==> config.mk <==
export PLATFORM = sky130hd
export DESIGN_NAME = matrix_keypad_change_detector
export DESIGN_NICKNAME = d
export VERILOG_FILES = /design/src/rtl/mkcd_pkg.sv /design/src/rtl/mkcd_ram.sv /design/src/rtl/mkcd_pick.sv /design/src/rtl/matrix_keypad_change_detector.sv
export VERILOG_INCLUDE_DIRS = /design/src /design/src/rtl
export SDC_FILE = /design/constraint.sdc
export NUM_CORES = 1
export LEC_CHECK = 0
export BUFFER_PORTS_ARGS = -buffer_cell sky130_fd_sc_hd__clkbuf_2
export CAP_MARGIN = 20
export CORE_ASPECT_RATIO = 0.8
export CORE_MARGIN = 2
export CORE_UTILIZATION = 30
export DETAILED_ROUTE_END_ITERATION = 8
export PLACE_DENSITY_LB_ADDON = 0.25
export SLEW_MARGIN = 20
export SYNTH_ARGS = -nofsm -noshare
export SYNTH_HDL_FRONTEND = slang
export SYNTH_HIERARCHICAL = 1
export SYNTH_SLANG_ARGS = --single-unit
==> constraint.sdc <==
create_clock -name clk -period 7.9 [get_ports clk]
set_clock_uncertainty 0.05 [all_clocks]
set_input_delay 1.185 -clock clk [delete_from_list [all_inputs] [get_ports clk]]
set_output_delay 1.185 -clock clk [all_outputs]
set_load 0.02 [all_outputs]
==> src/rtl/matrix_keypad_change_detector_assert.svh <==
// assertion macros for the keypad change detector
`ifndef MATRIX_KEYPAD_CHANGE_DETECTOR_ASSERT_SVH
`define MATRIX_KEYPAD_CHANGE_DETECTOR_ASSERT_SVH

// same-cycle implication, disabled during reset
`define MKCD_ASSERT_NOW(label, clk, rst_n, ante, cons) \
    label: assert property (@(posedge clk) disable iff (!rst_n) (ante) |-> (cons)) \
        else $error("keypad change detector check failed");

// next-cycle implication, disabled during reset
`define MKCD_ASSERT_NEXT(label, clk, rst_n, ante, cons) \
    label: assert property (@(posedge clk) disable iff (!rst_n) (ante) |=> (cons)) \
        else $error("keypad change detector check failed");

`endif

==> src/rtl/mkcd_pkg.sv <==
// shared constants and types for the keypad change detector
`timescale 1ns / 1ps

package mkcd_pkg;

    localparam int PIN_W            = 8;
    localparam int ROW_IDX_W        = $clog2(PIN_W);
    localparam int PEND_W           = 2 * PIN_W;
    localparam int PEND_IDX_W       = $clog2(PEND_W);
    localparam int TABLE_DEPTH      = 64;
    localparam int KEY_W            = $clog2(TABLE_DEPTH);
    localparam int CODE_W           = 10;
    localparam int DEF_ROW_COUNT    = 8;
    localparam int DEF_COLUMN_COUNT = 8;

    localparam logic OP_SCAN  = 1'b0;
    localparam logic OP_WRITE = 1'b1;

    typedef struct packed {
        logic [KEY_W-1:0]  key;
        logic              pressed;
        logic              last;
        logic [PEND_W-1:0] rest;
    } pick_t;

endpackage

==> src/rtl/mkcd_ram.sv <==
// generic single-port-write ram with registered read
`timescale 1ns / 1ps

module mkcd_ram #(
    parameter int WIDTH = 8,
    parameter int DEPTH = 64
) (
    input  logic                     clk,
    input  logic                     we,
    input  logic [$clog2(DEPTH)-1:0] waddr,
    input  logic [WIDTH-1:0]         wdata,
    input  logic                     re,
    input  logic [$clog2(DEPTH)-1:0] raddr,
    output logic [WIDTH-1:0]         rdata
);

    logic [WIDTH-1:0] mem [DEPTH];
    logic [WIDTH-1:0] rdata_reg;

    always_ff @(posedge clk)
    begin
        if (we)
        begin
            mem[waddr] <= wdata;
        end
        if (re)
        begin
            rdata_reg <= mem[raddr];
        end
    end

    assign rdata = rdata_reg;

endmodule

==> src/rtl/mkcd_pick.sv <==
// event picker: lowest pending change bit to key index
`timescale 1ns / 1ps

module mkcd_pick
    import mkcd_pkg::*;
(
    input  logic [PEND_W-1:0] pending,
    input  logic [KEY_W-1:0]  base,
    output pick_t             pick
);

    logic [PEND_IDX_W-1:0] sel;
    logic [PEND_W-1:0]     rest;

    always_comb
    begin
        sel = '0;
        for (int i = PEND_W - 1; i >= 0; i--)
        begin
            if (pending[i])
            begin
                sel = PEND_IDX_W'(i);
            end
        end
        rest = pending & (pending - PEND_W'(1));
        pick.key     = base + KEY_W'(sel[ROW_IDX_W-1:0]);
        pick.pressed = !sel[ROW_IDX_W];
        pick.rest    = rest;
        pick.last    = (rest == '0);
    end

endmodule

==> src/rtl/matrix_keypad_change_detector.sv <==
// empty results go from ST_LOAD to the output register; events are first picked in ST_FIND
// events leave one per cycle while out_stall is low, from the priority picker
// and the registered keycode ram read
// a new item is taken only once the last result of the previous one is in the output register
// reset clears column masks, keycode valid bits and all control state; event_enable resets to 1
`timescale 1ns / 1ps

module matrix_keypad_change_detector
    import mkcd_pkg::*;
#(
    parameter int ROW_COUNT    = DEF_ROW_COUNT,
    parameter int COLUMN_COUNT = DEF_COLUMN_COUNT
) (
    input  logic              clk,
    input  logic              rst_n,
    input  logic              cfg_wr_en,
    input  logic              cfg_wr_data,
    input  logic              in_valid,
    output logic              in_stall,
    input  logic              op,
    input  logic [2:0]        column,
    input  logic [PIN_W-1:0]  row_pins,
    input  logic [KEY_W-1:0]  entry_index,
    input  logic [CODE_W-1:0] entry_code,
    output logic              out_valid,
    input  logic              out_stall,
    output logic              event_valid,
    output logic [KEY_W-1:0]  key_index,
    output logic [CODE_W-1:0] key_code,
    output logic              pressed,
    output logic              any_held,
    output logic              last
);

`include "matrix_keypad_change_detector_assert.svh"

    localparam int CIDX_W = (COLUMN_COUNT > 1) ? $clog2(COLUMN_COUNT) : 1;
    localparam logic [PIN_W-1:0] ROW_MASK =
        (ROW_COUNT >= PIN_W) ? {PIN_W{1'b1}} : PIN_W'((1 << ROW_COUNT) - 1);

    localparam logic [1:0] ST_IDLE = 2'd0;
    localparam logic [1:0] ST_FIND = 2'd1;
    localparam logic [1:0] ST_LOAD = 2'd2;

    logic [1:0]              state_reg, state_next;
    logic                    event_enable_reg;
    logic [PIN_W-1:0]        mask_reg [COLUMN_COUNT];
    logic [COLUMN_COUNT-1:0] held_reg;
    logic [COLUMN_COUNT-1:0] held_upd;
    logic [TABLE_DEPTH-1:0]  known_reg;

    logic [PEND_W-1:0]       pending_reg;
    logic [KEY_W-1:0]        base_reg;
    logic                    any_held_reg;

    logic [KEY_W-1:0]        cur_key_reg;
    logic                    cur_pressed_reg;
    logic                    cur_last_reg;
    logic                    cur_event_reg;
    logic                    cur_known_reg;

    logic                    out_valid_reg;
    logic                    event_valid_reg;
    logic [KEY_W-1:0]        key_index_reg;
    logic [CODE_W-1:0]       key_code_reg;
    logic                    pressed_reg;
    logic                    any_held_out_reg;
    logic                    last_reg;

    logic                    in_take;
    logic                    out_free;
    logic                    do_find;
    logic                    load_out;
    logic                    col_ok;
    logic [CIDX_W-1:0]       col_idx;
    logic [PIN_W-1:0]        now_mask;
    logic [PIN_W-1:0]        prev_mask;
    logic [PIN_W-1:0]        down_mask;
    logic [PIN_W-1:0]        up_mask;
    logic [PEND_W-1:0]       change_vec;
    logic                    has_events;
    logic [CODE_W-1:0]       rd_data;
    pick_t                   pick;

    assign in_take  = in_valid && !in_stall;
    assign in_stall = (state_reg != ST_IDLE);
    assign out_free = !out_valid_reg || !out_stall;
    assign load_out = (state_reg == ST_LOAD) && out_free;
    assign do_find  = (state_reg == ST_FIND) || (load_out && !cur_last_reg);

    assign col_ok       = (int'(column) < COLUMN_COUNT);
    assign col_idx      = col_ok ? CIDX_W'(column) : '0;
    assign now_mask     = ~row_pins & ROW_MASK;
    assign prev_mask    = mask_reg[col_idx];
    assign down_mask    = (now_mask ^ prev_mask) & now_mask;
    assign up_mask      = (now_mask ^ prev_mask) & prev_mask;
    assign change_vec   = {up_mask, down_mask};
    assign has_events   = event_enable_reg && (change_vec != '0);

    always_comb
    begin
        held_upd          = held_reg;
        held_upd[col_idx] = |now_mask;
    end

    mkcd_pick u_pick (
        .pending (pending_reg),
        .base    (base_reg),
        .pick    (pick)
    );

    mkcd_ram #(
        .WIDTH (CODE_W),
        .DEPTH (TABLE_DEPTH)
    ) u_code_ram (
        .clk   (clk),
        .we    (in_take && (op == OP_WRITE)),
        .waddr (entry_index),
        .wdata (entry_code),
        .re    (do_find),
        .raddr (pick.key),
        .rdata (rd_data)
    );

    always_comb
    begin
        state_next = state_reg;
        unique case (state_reg)
            ST_IDLE:
            begin
                if (in_take)
                begin
                    if ((op == OP_SCAN) && col_ok && has_events)
                    begin
                        state_next = ST_FIND;
                    end
                    else
                    begin
                        state_next = ST_LOAD;
                    end
                end
            end
            ST_FIND:
            begin
                state_next = ST_LOAD;
            end
            ST_LOAD:
            begin
                if (out_free && cur_last_reg)
                begin
                    state_next = ST_IDLE;
                end
            end
            default:
            begin
                state_next = ST_IDLE;
            end
        endcase
    end

    // control state
    always_ff @(posedge clk or negedge rst_n)
    begin
        if (!rst_n)
        begin
            state_reg        <= ST_IDLE;
            event_enable_reg <= 1'b1;
            held_reg         <= '0;
            known_reg        <= '0;
            out_valid_reg    <= 1'b0;
            for (int c = 0; c < COLUMN_COUNT; c++)
            begin
                mask_reg[c] <= '0;
            end
        end
        else
        begin
            state_reg <= state_next;
            if (cfg_wr_en)
            begin
                event_enable_reg <= cfg_wr_data;
            end
            if (in_take && (op == OP_WRITE))
            begin
                known_reg[entry_index] <= 1'b1;
            end
            if (in_take && (op == OP_SCAN) && col_ok)
            begin
                mask_reg[col_idx] <= now_mask;
                held_reg          <= held_upd;
            end
            if (load_out)
            begin
                out_valid_reg <= 1'b1;
            end
            else if (!out_stall)
            begin
                out_valid_reg <= 1'b0;
            end
        end
    end

    // working payload and output register
    always_ff @(posedge clk)
    begin
        if (in_take)
        begin
            pending_reg     <= has_events ? change_vec : '0;
            base_reg        <= KEY_W'(int'(column) * ROW_COUNT);
            any_held_reg    <= ((op == OP_SCAN) && col_ok) ? (|held_upd) : (|held_reg);
            cur_key_reg     <= '0;
            cur_pressed_reg <= 1'b0;
            cur_last_reg    <= 1'b1;
            cur_event_reg   <= 1'b0;
            cur_known_reg   <= 1'b0;
        end
        else if (do_find)
        begin
            pending_reg     <= pick.rest;
            cur_key_reg     <= pick.key;
            cur_pressed_reg <= pick.pressed;
            cur_last_reg    <= pick.last;
            cur_event_reg   <= 1'b1;
            cur_known_reg   <= known_reg[pick.key];
        end
        if (load_out)
        begin
            event_valid_reg  <= cur_event_reg;
            key_index_reg    <= cur_key_reg;
            key_code_reg     <= (cur_event_reg && cur_known_reg) ? rd_data : '0;
            pressed_reg      <= cur_pressed_reg;
            any_held_out_reg <= any_held_reg;
            last_reg         <= cur_last_reg;
        end
    end

    assign out_valid   = out_valid_reg;
    assign event_valid = event_valid_reg;
    assign key_index   = key_index_reg;
    assign key_code    = key_code_reg;
    assign pressed     = pressed_reg;
    assign any_held    = any_held_out_reg;
    assign last        = last_reg;

    `MKCD_ASSERT_NEXT(a_take_leaves_idle, clk, rst_n, in_take, state_reg != ST_IDLE)
    `MKCD_ASSERT_NOW(a_find_has_work, clk, rst_n, state_reg == ST_FIND, pending_reg != '0)
    `MKCD_ASSERT_NEXT(a_find_then_load, clk, rst_n, state_reg == ST_FIND, state_reg == ST_LOAD)
    `MKCD_ASSERT_NOW(a_empty_is_last, clk, rst_n, out_valid_reg && !event_valid_reg, last_reg)

endmodule
Word-level counts from Yosys, hierarchy flattened --
Memory sizes are Yosys's and may differ from the RTL's. A register that Yosys moved wholly into a read port is not among the register bits. Cells that the tools add are included.
Storage, ports and cells: register bits after elaboration 190, latch bits 0, memory bits (writable) 640, memory bits (read-only) 0, bits of input ports 34, output and inout bits 22, word-level logic and storage cells 119, memories kept 1
Memories:
- u_code_ram.mem | words 64, width 10, rd ports 1, clocked after memory_dff 1, wr ports 1, RTL line mkcd_ram.sv:17 | logic [WIDTH-1:0] mem [DEPTH];
Operators by class: $add $sub $neg 2, multiply operators 0, div/mod/pow operators 0, magnitude comparators 7, equal/unequal tests 5, shifts and indexed selects 0, multiplexer cells 41, bitwise operators 8, reductions and logical operators 28
Operators by type and width (count):
- bitwise mux 64 bit | 1
- 2-to-1 mux 4 bit | 16
- OR 64 bit | 1
- 2-to-1 mux 16 bit | 3
- binary-select mux 8 bit (select 3 bit) | 1
- demux 8 bit (select 3 bit) | 1
- 2-to-1 mux 8 bit | 3
- OR reduction 8 bit | 3
- bitwise AND 16 bit | 1
- bitwise AND 8 bit | 2
- logical NOT 16 bit | 1
- nonzero test 16 bit | 1
- subtractor 16 x 1 -> 16 bit, second input constant | 1
- less-than comparator 6 x 7 -> 1 bit, second input constant | 2
- logical AND 1 bit | 12
- bitwise mux 8 bit | 1
- 2-to-1 mux 1 bit | 8
- inverter 8 bit | 1
- XOR 8 bit | 1
- adder 6 x 3 -> 6 bit | 1
- binary-select mux 1 bit (select 6 bit) | 1
- demux 1 bit (select 6 bit) | 1
- >= comparator 6 x 1 -> 1 bit, second input constant | 1
- 2-to-1 mux 2 bit | 3
- 17 further kinds | 24

Depth between registers and ports, before layout --
Gate-level depths: netlist of run 1.
word-level depth 19, mapped depth 18, gate-level depth less buffers 16

Cells and area by module --
Netlist of run 1, hierarchy kept.
By module, submodules not included:
- mkcd_ram | times used 1, cells each 1118, area an instance 25201.7 um2, seq. area each 19518.7 um2
- matrix_keypad_change_detector | times used 1, cells each 709, area an instance 8296.7 um2, seq. area each 4906.0 um2
- mkcd_pick | times used 1, cells each 93, area an instance 603.1 um2, seq. area each 0.0 um2

Worst setup path before layout of run 1 --
OpenSTA, ideal clock, no wires.
path kind reg2reg, from reg pending_reg[10], to reg u_code_ram.rdata_reg[6], in the netlist u_code_ram/rdata[6] (read register of u_code_ram.mem), data pin, library setup time 0.262 ns, arrival time 3.333 ns, required time 7.588 ns, slack 4.256 ns, stages on the path, launching flop included 15, buffers on the path 4, clock period less this slack 3.644 ns, cell sequence edfxtp_1 -> clkbuf_1 -> nor2_1 -> o21ai_0 -> a211oi_1 -> nor3_1 -> o31a_1 -> fa_1 -> buf_2 -> buf_4 -> clkbuf_1 -> mux4_2 -> mux4_2 -> nand3b_1 -> nand3_1
RTL lines:
- start, declared | RTL line matrix_keypad_change_detector.sv:52 | logic [PEND_W-1:0] pending_reg;
- start signal, assigned | RTL line matrix_keypad_change_detector.sv:208 | pending_reg <= has_events ? change_vec : '0;
- start signal, assigned | RTL line matrix_keypad_change_detector.sv:219 | pending_reg <= pick.rest;
- end, declared | RTL line mkcd_ram.sv:18 | logic [WIDTH-1:0] rdata_reg;

==> results of run 1 <==
## area by class of cell
cell class	count	share of cell area
Tap cell	1512	0.04853
Clock inverter	37	0.01149
Clock buffer	117	0.05893
Timing Repair Buffer	96	0.01659
Inverter	13	0.001252
Multi-Input combinational cell	959	0.2366
Sequential cell	840	0.6266
Antenna cell	1	0.00006419
## worst paths after layout
check | slack [ps] | depth (start not counted) | from | end
hold / removal | 380 | 0 | any_held_reg | any_held
min in group asynchronous | 450 | 1 | rst_n | known_reg[45]
setup reg to reg | 2940 | 11 | pending_reg[10] | u_code_ram/rdata[7]
hold reg to reg | 380 | 0 | any_held_reg | any_held
setup / recovery | 2940 | 11 | pending_reg[10] | u_code_ram/rdata[7]
max in group asynchronous | 6190 | 2 | rst_n | mask_reg[60]
## cells in the mapped netlist (8+ instances only)
master,number
nand4b_1,8
o21bai_1,34
o21ai_0,91
buf_4,18
nor2b_1,17
nor2_1,104
nor3_1,14
nand3b_1,10
clkbuf_1,58
dfrtp_1,139
a21oi_1,17
nand2_1,125
and2_1,10
mux2_2,12
o22ai_1,22
nand3_1,26
nor4_1,8
dfxtp_1,10
edfxtp_1,690
a22oi_1,10
nand2b_1,10
a211oi_1,11
inv_1,12
and3_1,14
a21o_1,34
mux2i_1,78
buf_2,22
mux4_2,177
## cells by family after synthesis
family / share of synthesized area
buf+inv: 0.01813
flops: 0.7162
simple gates: 0.05397
other cells: 0.0002202
fa+ha+maj: 0.001688
compound gates: 0.05669
mux: 0.1510
xor+xnor: 0.002054
## metal layers
metal	share of wire	vias up
li1	-	7819
met1	0.46	9578
met2	0.44	546
met3	0.070	141
met4	0.024	0
met5	0	-
## metrics by stage
step | cells | utilization | worst slack [ps] | total power, mW | hold slack (ps)
detailed placement | 3419 | 0.3214 | 2961 | 9.525 | 364.8
finish | 3575 | 0.3463 | 2944 | 13.42 | 384.1
floorplan | 1923 | - | 4256 | 8.253 | 350.3
CTS | 3573 | 0.3458 | 2938 | 13.58 | 388.9
global placement | 3417 | 0.3208 | 2917 | 9.488 | 367.3
global route | 3574 | 0.3462 | 2744 | 14.03 | 404.3
## critical path: stages, from the launching register on
cell and delay, ps:
edfxtp_1 500, nor2_1 180, o21ai_0 110, a211oi_1 330
nor3_1 80, o31a_1 300, fa_4 960, buf_12 410
mux4_2 400, mux2i_1 700, a221oi_2 200, a22o_1 300
## power by group
group | total (mW) | leakage [nW] | switching (mW) | internal (mW)
registers | 5.42 | 8.16 | 0.241 | 5.18
clock network | 4.03 | 1.34 | 1.72 | 2.31
logic | 3.97 | 3.82 | 2.24 | 1.73
total | 13.4 | 13.3 | 4.20 | 9.22
==> results.md, run 1 <==
- Post-synth EDFFs: 690
- CTS sink cnt: 840
- Ys async rst share: 0.1667
- FF/Latch Area: 24,420 µm²
- Syn avg cell area: 17.76 µm²
- Share of post-route cells with drive strength above 1: 0.2289
- Slew margin rel.: 0.2502
- Initial antenna violation count: 1
- Startpoint Class: flop
- Post-Syn Area: 34,100 µm²
- Global-route wire length before repair: 127.7 mm
- Max_cap viols: 0
- Pre-antenna DRT Iters: 5
- Netlist cell types: 79
- Drt wl/cell: 24.25 µm
- Clk buf depth: 3
- Most used DFF post-synth: edfxtp_1
- Area Overhead vs Synth: 14.31%
- Vias in the first global route: 18.48k
- H-tree levels: 3
- Sequential fraction of the synthesis area: 0.7162
- Synth Register Bits: 840
- Ranking of synthesized cells by area: edfxtp_1 61%, mux4_2 12%, dfrtp_1 10%, mux2i_1 2.3%, nand2_1 1.4%
- Top Ports: 56
- Hold buffers post-CTS: 0
- Largest register FFs: 640
- FILL cells: 10.70k
- Final hold violations: 0
- HP Class: reg2reg
- Unrepaired setup endpoints after global routing: false
- Die Width: 380.9 µm
- NumNets Final: 2,033
- Largest net degree at the start of global routing: 114
- Met2 usage: 0.2193
- # setup viols final: 0
- Dominant cell type by area after synthesis: edfxtp_1
- Placer congestion estimate: 0.8049
- Clk Latency, worst-skew pair: 680 ps
- # DRC: 0
- CTS tree: yes
- Leakage: 13.31 nW
- Num CTS Buffers: 85
- Syn Inst Count: 1,920
- Vias per inst: 5.058
- Die ar.: 116,400 µm²
- CP arrival: 5320 ps
- Crit end category: flop
- DRT antenna net count: 0
- Worst path required time: 8260 ps
- Commonest non-fill, non-tap cell in the layout: edfxtp_1
- Yosys Warn Count: 6
- GR peak layer: met2
- Grt met1 use: 0.2144
- Core area: 112,600 µm²
- Peak VDD IR: 0.0004957 V
- Met3 track demand over resource: 0.03908
- Hpwl dp: 52.28 mm
- Iter 0 DRT Violations: 1,719
- Status: completed
- Register clock-pin slew on the reported worst setup and hold paths: 60 ps
- Kind of critical path: reg2reg
- Final period util: 0.6274
- Multi-input logic area: 9223 µm²
- Fin crit period: 4956 ps
- Setup bufs post-CTS: 0
- Final Max Tran Viols: 0
- Top cell type's share of synthesized area: 0.6076
- Port Buf Inserts: 55
- Overflow after GRT: 0
- Cell row count: 110
- Total Neg Setup Slack: 0 ps
- Post-CTS Resized: 0
- Root buf cell: clkbuf_16
- Routed WL: 86.68 mm
- Fmax: 201.8 MHz
- Starting density of the core: 0.3029
- Worst-path maximum fanout: 113
- Die Ht: 305.6 µm
- Total track usage: 0.1483
- PwrDens: 344.2 nW/µm²
- Worst slew pin tran: 1121 ps
- Most frequent cells in the layout: 690 x edfxtp_1, 177 x mux4_2, 139 x dfrtp_1, 125 x nand2_1, 90 x o21ai_0
- Final non-filler cell area: 38,980 µm²
- Post-DP Area: 36,180 µm²
- Routed vias: 18.08k
No activity file was read; power rests on OpenSTA's default activity.
==> run 2, diff against run 1 <==
==> constraint.sdc (replaced) <==
create_clock -name clk -period 4.6 [get_ports clk]
set_clock_uncertainty 0.05 [all_clocks]
set_input_delay 0.69 -clock clk [delete_from_list [all_inputs] [get_ports clk]]
set_output_delay 0.69 -clock clk [all_outputs]
set_load 0.02 [all_outputs]
==> results.md, run 2 (synthesis gave the netlist of run 1 again) <==
- Reg2reg path depth: 13 (+2)
- Cell row count: 110 (unchanged)
- Antenna cell count: 0 (-1)
- Most frequent cells in the layout: 690 x edfxtp_1, 177 x mux4_2, 139 x dfrtp_1, 125 x nand2_1, 125 x buf_4
- Vias per inst: 5.034 (-0.49%)
- DRT antenna net count: 0 (unchanged)
- Worst R2R Setup Slack: 6 ps (-2940 ps)
- Total Neg Setup Slack: 0 ps (unchanged)
- Core area: 112,600 µm² (unchanged)
- Hpwl dp: 56.34 mm (+7.8%)
- Worst-path maximum fanout: 36 (-68%)
- Worst path required time: 5060 ps (-3200 ps)
- Pre-antenna DRT Iters: 5 (unchanged)
- Largest register FFs: 640 (unchanged)
- Fmax: 217.7 MHz (+7.9%)
- Register clock-pin slew on the reported worst setup and hold paths: 60 ps (about the same)
- Global-route wire length before repair: 130.6 mm (+2.2%)
- NumNets Final: 2,127 (+4.6%)
- Commonest non-fill, non-tap cell in the layout: edfxtp_1
- Top Ports: 56 (unchanged)
- Clk buf depth: 3 (unchanged)
- Hold endpoint: event_enable_reg
- Routed vias: 18.47k (+2.2%)
- Starting density of the core: 0.3029 (unchanged)
- PwrDens: 588.7 nW/µm² (+71%)
- Slew margin rel.: 0.2863 (+0.03613)
- Startpoint Class: flop
- Worst hold margin: 193.3 ps (-190.8 ps)
- Status: completed
- Initial antenna violation count: 6 (+5)
- Routed WL: 88.15 mm (+1.7%)
- # setup viols final: 0 (unchanged)
- Clk Latency, worst-skew pair: 660 ps (-20 ps)
- Overflow after GRT: 0 (unchanged)
- Max_cap viols: 0 (unchanged)
- Share of post-route cells with drive strength above 1: 0.2539 (+0.02503)
- Area Overhead vs Synth: 16.59%
- Worst slew pin tran: 1071 ps (-50.05 ps)
- Port Buf Inserts: 55 (unchanged)
- R2r startpoint: pending_reg[11]
- Placer congestion estimate: 0.8135 (+1.1%)
- Drt wl/cell: 24.02 µm (-0.94%)
- Crit end category: flop
- HP Class: in2reg
- Num CTS Buffers: 84 (-1.2%)
- Kind of critical path: reg2reg
- Final hold violations: 0 (unchanged)
- Root buf cell: clkbuf_16
- Die Ht: 305.6 µm (unchanged)
- Die Width: 380.9 µm (unchanged)
- Die ar.: 116,400 µm² (unchanged)
- Total track usage: 0.1517 (+0.003313)
- CTS tree: yes
- Hold Startpoint: cfg_wr_en
- # DRC: 0 (unchanged)
- Pwr Total: 23.41 mW (+74%)
- CP arrival: 5050 ps (-270 ps)
- Hold depth: 2 (+2)
- H-tree levels: 3 (unchanged)
- Unrepaired setup endpoints after global routing: false
- Leakage: 13.86 nW (+4.1%)
- Fin crit period: 4594 ps (-362.8 ps)
- Peak VDD IR: 0.0003081 V (-38%)
- Final Max Tran Viols: 0 (unchanged)
- Final period util: 0.9986 (+0.3712)
- FF-to-FF End: u_code_ram/rdata[8]
- CTS sink cnt: 840 (unchanged)
- Largest net degree at the start of global routing: 73 (-36%)
- Vias in the first global route: 19.08k (+3.3%)
- Iter 0 DRT Violations: 1,837 (+6.9%)
[run 2: per-stage QoR]
step	instance area [µm²]	util	cells	setup WS, ps
floorplan	34110	-	1923	955.8
global route	39760	0.3532	3670	6.816
detailed placement	36880	0.3276	3512	-223.1
finish	39760	0.3532	3670	6.427
global placement	36880	0.3276	3512	-287.5
CTS	39690	0.3526	3668	4.345
[run 2: how the worst max path moves through the flow]
stage / end / slack [ps] / cells past startpoint / start
floorplan: u_code_ram/rdata[6] / 960 / 14 / pending_reg[10]
global placement: u_code_ram/rdata[8] / -290 / 15 / pending_reg[11]
detailed placement: u_code_ram/rdata[8] / -220 / 15 / pending_reg[11]
CTS: u_code_ram/rdata[2] / 4 / 13 / pending_reg[11]
global route: u_code_ram/rdata[8] / 7 / 13 / pending_reg[11]
finish: u_code_ram/rdata[8] / 6 / 13 / pending_reg[11]
[run 2: timing repair]
item | CTS | global route
hold buffers | 1 | 0
pin swaps | 0 | 1
setup buffers | 0 | 1
setup endpoints to repair | 3 | 3
resized for setup | 3 | 4
endpoints found under the hold margin | 70 | 0
[run 2: area by class of cell]
cell class	count	area (µm²)
Clock inverter	51	515.5
Inverter	13	48.80
Clock buffer	104	2272
Multi-Input combinational cell	959	9190
Sequential cell	840	24420
Fill cell	10660	72820
Timing Repair Buffer	191	1416
Tap cell	1512	1892
[run 2: critical path, cell delays in order (launching register included)]
cell and delay (ps):
edfxtp_1 450, nor2_1 220, o21ai_0 130, a211oi_1 260, nor3_1 70, o31a_1 300, fa_4 820, buf_4 280
buf_12 190, buf_12 180, mux2i_1 170, a22oi_1 740, o211ai_1 290, o21ai_1 190
[run 2: per-layer routing]
layer  vias to the layer above  track usage  part of all wire
li1                       7993            -                 -
met5                         -            0           0.00014
met4                         2      0.04008             0.021
met1                      9801       0.2196              0.45
met3                       129      0.02405             0.056
met2                       549       0.2374              0.47
[run 2: power breakdown]
part	internal, mW	total, mW	switching (mW)
sequential	8.89	9.28	0.388
combinational	3.25	7.14	3.89
clock	4.03	6.99	2.96
total	16.2	23.4	7.23
==> run 3, diff against run 2 <==
--- a/config.mk
+++ b/config.mk
@@ -7,12 +7,11 @@
 export NUM_CORES = 1
 export LEC_CHECK = 0
 export BUFFER_PORTS_ARGS = -buffer_cell sky130_fd_sc_hd__clkbuf_2
-export CAP_MARGIN = 20
 export CORE_ASPECT_RATIO = 0.8
 export CORE_MARGIN = 2
 export CORE_UTILIZATION = 30
 export DETAILED_ROUTE_END_ITERATION = 8
-export PLACE_DENSITY_LB_ADDON = 0.25
+export PLACE_DENSITY_LB_ADDON = 0.15
 export SLEW_MARGIN = 20
 export SYNTH_ARGS = -nofsm -noshare
 export SYNTH_HDL_FRONTEND = slang
==> results.md, run 3 (synthesis gave the netlist of run 1 again) <==
- HP Class: in2async
- Peak VDD IR: 0.0002905 V (-5.7%)
- Worst slew pin tran: 1036 ps (-34.67 ps)
- Fin crit period: 4417 ps (-176.8 ps)
- Final hold violations: 0 (unchanged)
- Hpwl dp: 57.39 mm (+1.9%)
- Clk Latency, worst-skew pair: 690 ps (+30 ps)
- R2r startpoint: pending_reg[11]
- CTS tree: yes
- Worst path cell trace: nor2_1, o21ai_0, a211oi_1, nor3_1, o31a_1, fa_4, buf_12, buf_4, mux4_2, mux2i_1, a211oi_1, a22o_1
- Crit-path most repeated cell: a211oi_1
- Num CTS Buffers: 87 (+3.6%)
- Total track usage: 0.1576 (+0.005982)
- Die Width: 380.9 µm (unchanged)
- Status: completed
- Max_cap viols: 0 (unchanged)
- Placer congestion estimate: 0.7847 (-3.5%)
- Drt wl/cell: 24.92 µm (+3.8%)
- Largest register FFs: 640 (unchanged)
- Final Max Tran Viols: 0 (unchanged)
- Worst path required time: 5090 ps (+30 ps)
- Initial antenna violation count: 0 (-6)
- Commonest non-fill, non-tap cell in the layout: edfxtp_1
- Core area: 112,600 µm² (unchanged)
- Slew margin rel.: 0.3094 (+0.02312)
- Cell row count: 110 (unchanged)
- Port Buf Inserts: 55 (unchanged)
- Final period util: 0.9602 (-0.03843)
- DRT antenna net count: 0 (unchanged)
- NumNets Final: 2,133 (+0.28%)
- Most frequent cells in the layout: 690 x edfxtp_1, 177 x mux4_2, 139 x dfrtp_1, 129 x buf_4, 125 x nand2_1
- Post-DP Area: 36,930 µm² (+0.14%)
- CTS sink cnt: 840 (unchanged)
- Routed vias: 18.31k (-0.88%)
- Max stage delay on crit path: 850 ps (+30 ps)
- Crit path from: pending_reg[11]
- Overflow after GRT: 0 (unchanged)
- FILL cells: 10.70k (+0.35%)
- Largest net degree at the start of global routing: 86 (+18%)
- # DRC: 0 (unchanged)
- Die ar.: 116,400 µm² (unchanged)
- Vias in the first global route: 18.99k (-0.48%)
- Starting density of the core: 0.3029 (unchanged)
- CP arrival: 4910 ps (-140 ps)
- PwrDens: 597.6 nW/µm² (+1.5%)
- Fmax: 226.4 MHz (+4.0%)
- Vias per inst: 4.976 (-1.1%)
- Area Overhead vs Synth: 16.87%
- Leakage: 13.89 nW (+0.25%)
- Kind of critical path: reg2reg
- Crit end category: flop
- Root buf cell: clkbuf_16
- Iter 0 DRT Violations: 1,489 (-19%)
- Routed WL: 91.70 mm (+4.0%)
- Clk buf depth: 3 (unchanged)
- CP max-delay cell: fa_4
- Total Neg Setup Slack: 0 ps (unchanged)
- Top Ports: 56 (unchanged)
- Final non-filler cell area: 39,850 µm² (+0.24%)
- Share of post-route cells with drive strength above 1: 0.2523 (-0.001633)
- Worst hold margin: 17.99 ps (-175.3 ps)
- Startpoint Class: flop
- Global-route wire length before repair: 134.6 mm (+3.0%)
- Pre-antenna DRT Iters: 5 (unchanged)
- Unrepaired setup endpoints after global routing: false
- Worst-path maximum fanout: 35 (-2.8%)
- Die Ht: 305.6 µm (unchanged)
- Antenna cell count: 0 (unchanged)
- H-tree levels: 3 (unchanged)
- Register clock-pin slew on the reported worst setup and hold paths: 60 ps (about the same)
- Final Core Density: 0.3540 (+0.0008340)
- # setup viols final: 0 (unchanged)
==> run 3: cell count changes in the layout (fill, tap and decap cells not counted), sizes merged <==
cell	delta
clkbuf	+4
clkinv	+4
buf	+3
dlygate4sd3	-1
==> run 3: cell type report <==
class                      count  area [µm²]  area share
multi-input combinational    959        9158      0.2298
clock inverter                55       593.1     0.01488
timing repair buffer         194        1455     0.03651
tap                         1512        1892     0.04747
clock buffer                 107        2282     0.05726
sequential                   840       24420      0.6129
inverter                      13       48.80    0.001224
==> run 3: worst paths after layout <==
check / end / slack, ps / cells after the start
worst max-delay path: u_code_ram/rdata[7] / 180 / 12
worst min-delay path: known_reg[45] / 20 / 1
worst max register to register: u_code_ram/rdata[7] / 180 / 12
worst min register to register: key_index[2] / 360 / 0
max in group asynchronous: known_reg[48] / 3490 / 2
min in group clk: event_enable_reg / 190 / 2
==> run 3: worst max-delay path, delay by kind of cell, from the launching register on <==
family / cells / cell delay [ps]
AO/OA/AOI/OAI: 5 / 1710
AND/OR/NAND/NOR: 2 / 250
buffers and inverters: 2 / 510
flip-flops: 1 / 460
adder cells (fa/ha/maj): 1 / 850
multiplexers: 2 / 360
==> run 3: layer usage <==
layer  global-route usage  wire, µm  vias to the layer above
met5                    0         0                        -
met4              0.04100      2030                        0
met3              0.03483      4986                      128
met2               0.2418     41840                      501
met1               0.2263     42850                     9675
li1                     -         -                     8008
==> run 3: stage by stage <==
step / cells / power [mW] / setup slack [ps]
final: 3680 / 23.81 / 183.2
after global routing: 3680 / 24.97 / 31.73
after CTS: 3679 / 24.12 / 33.05
after detailed placement: 3517 / 16.92 / 67.22
after global placement: 3517 / 16.85 / 86.68
after floorplan: 1923 / 14.17 / 955.8
==> run 3: timing repair <==
| action | CTS | global route |
|---|---|---|
| resized for setup | 0 | 2 |
| setup endpoints to repair | 0 | 3 |
| buffers inserted | 0 | 1 |
| hold buffers | 0 | 0 |
==> run 3: power by group <==
group          switching [mW]  leakage [nW]  internal (mW)  total [mW]
clock network            3.07          1.39           4.07        7.14
registers               0.379          8.16           8.89        9.27
logic                    4.06          4.35           3.35        7.40
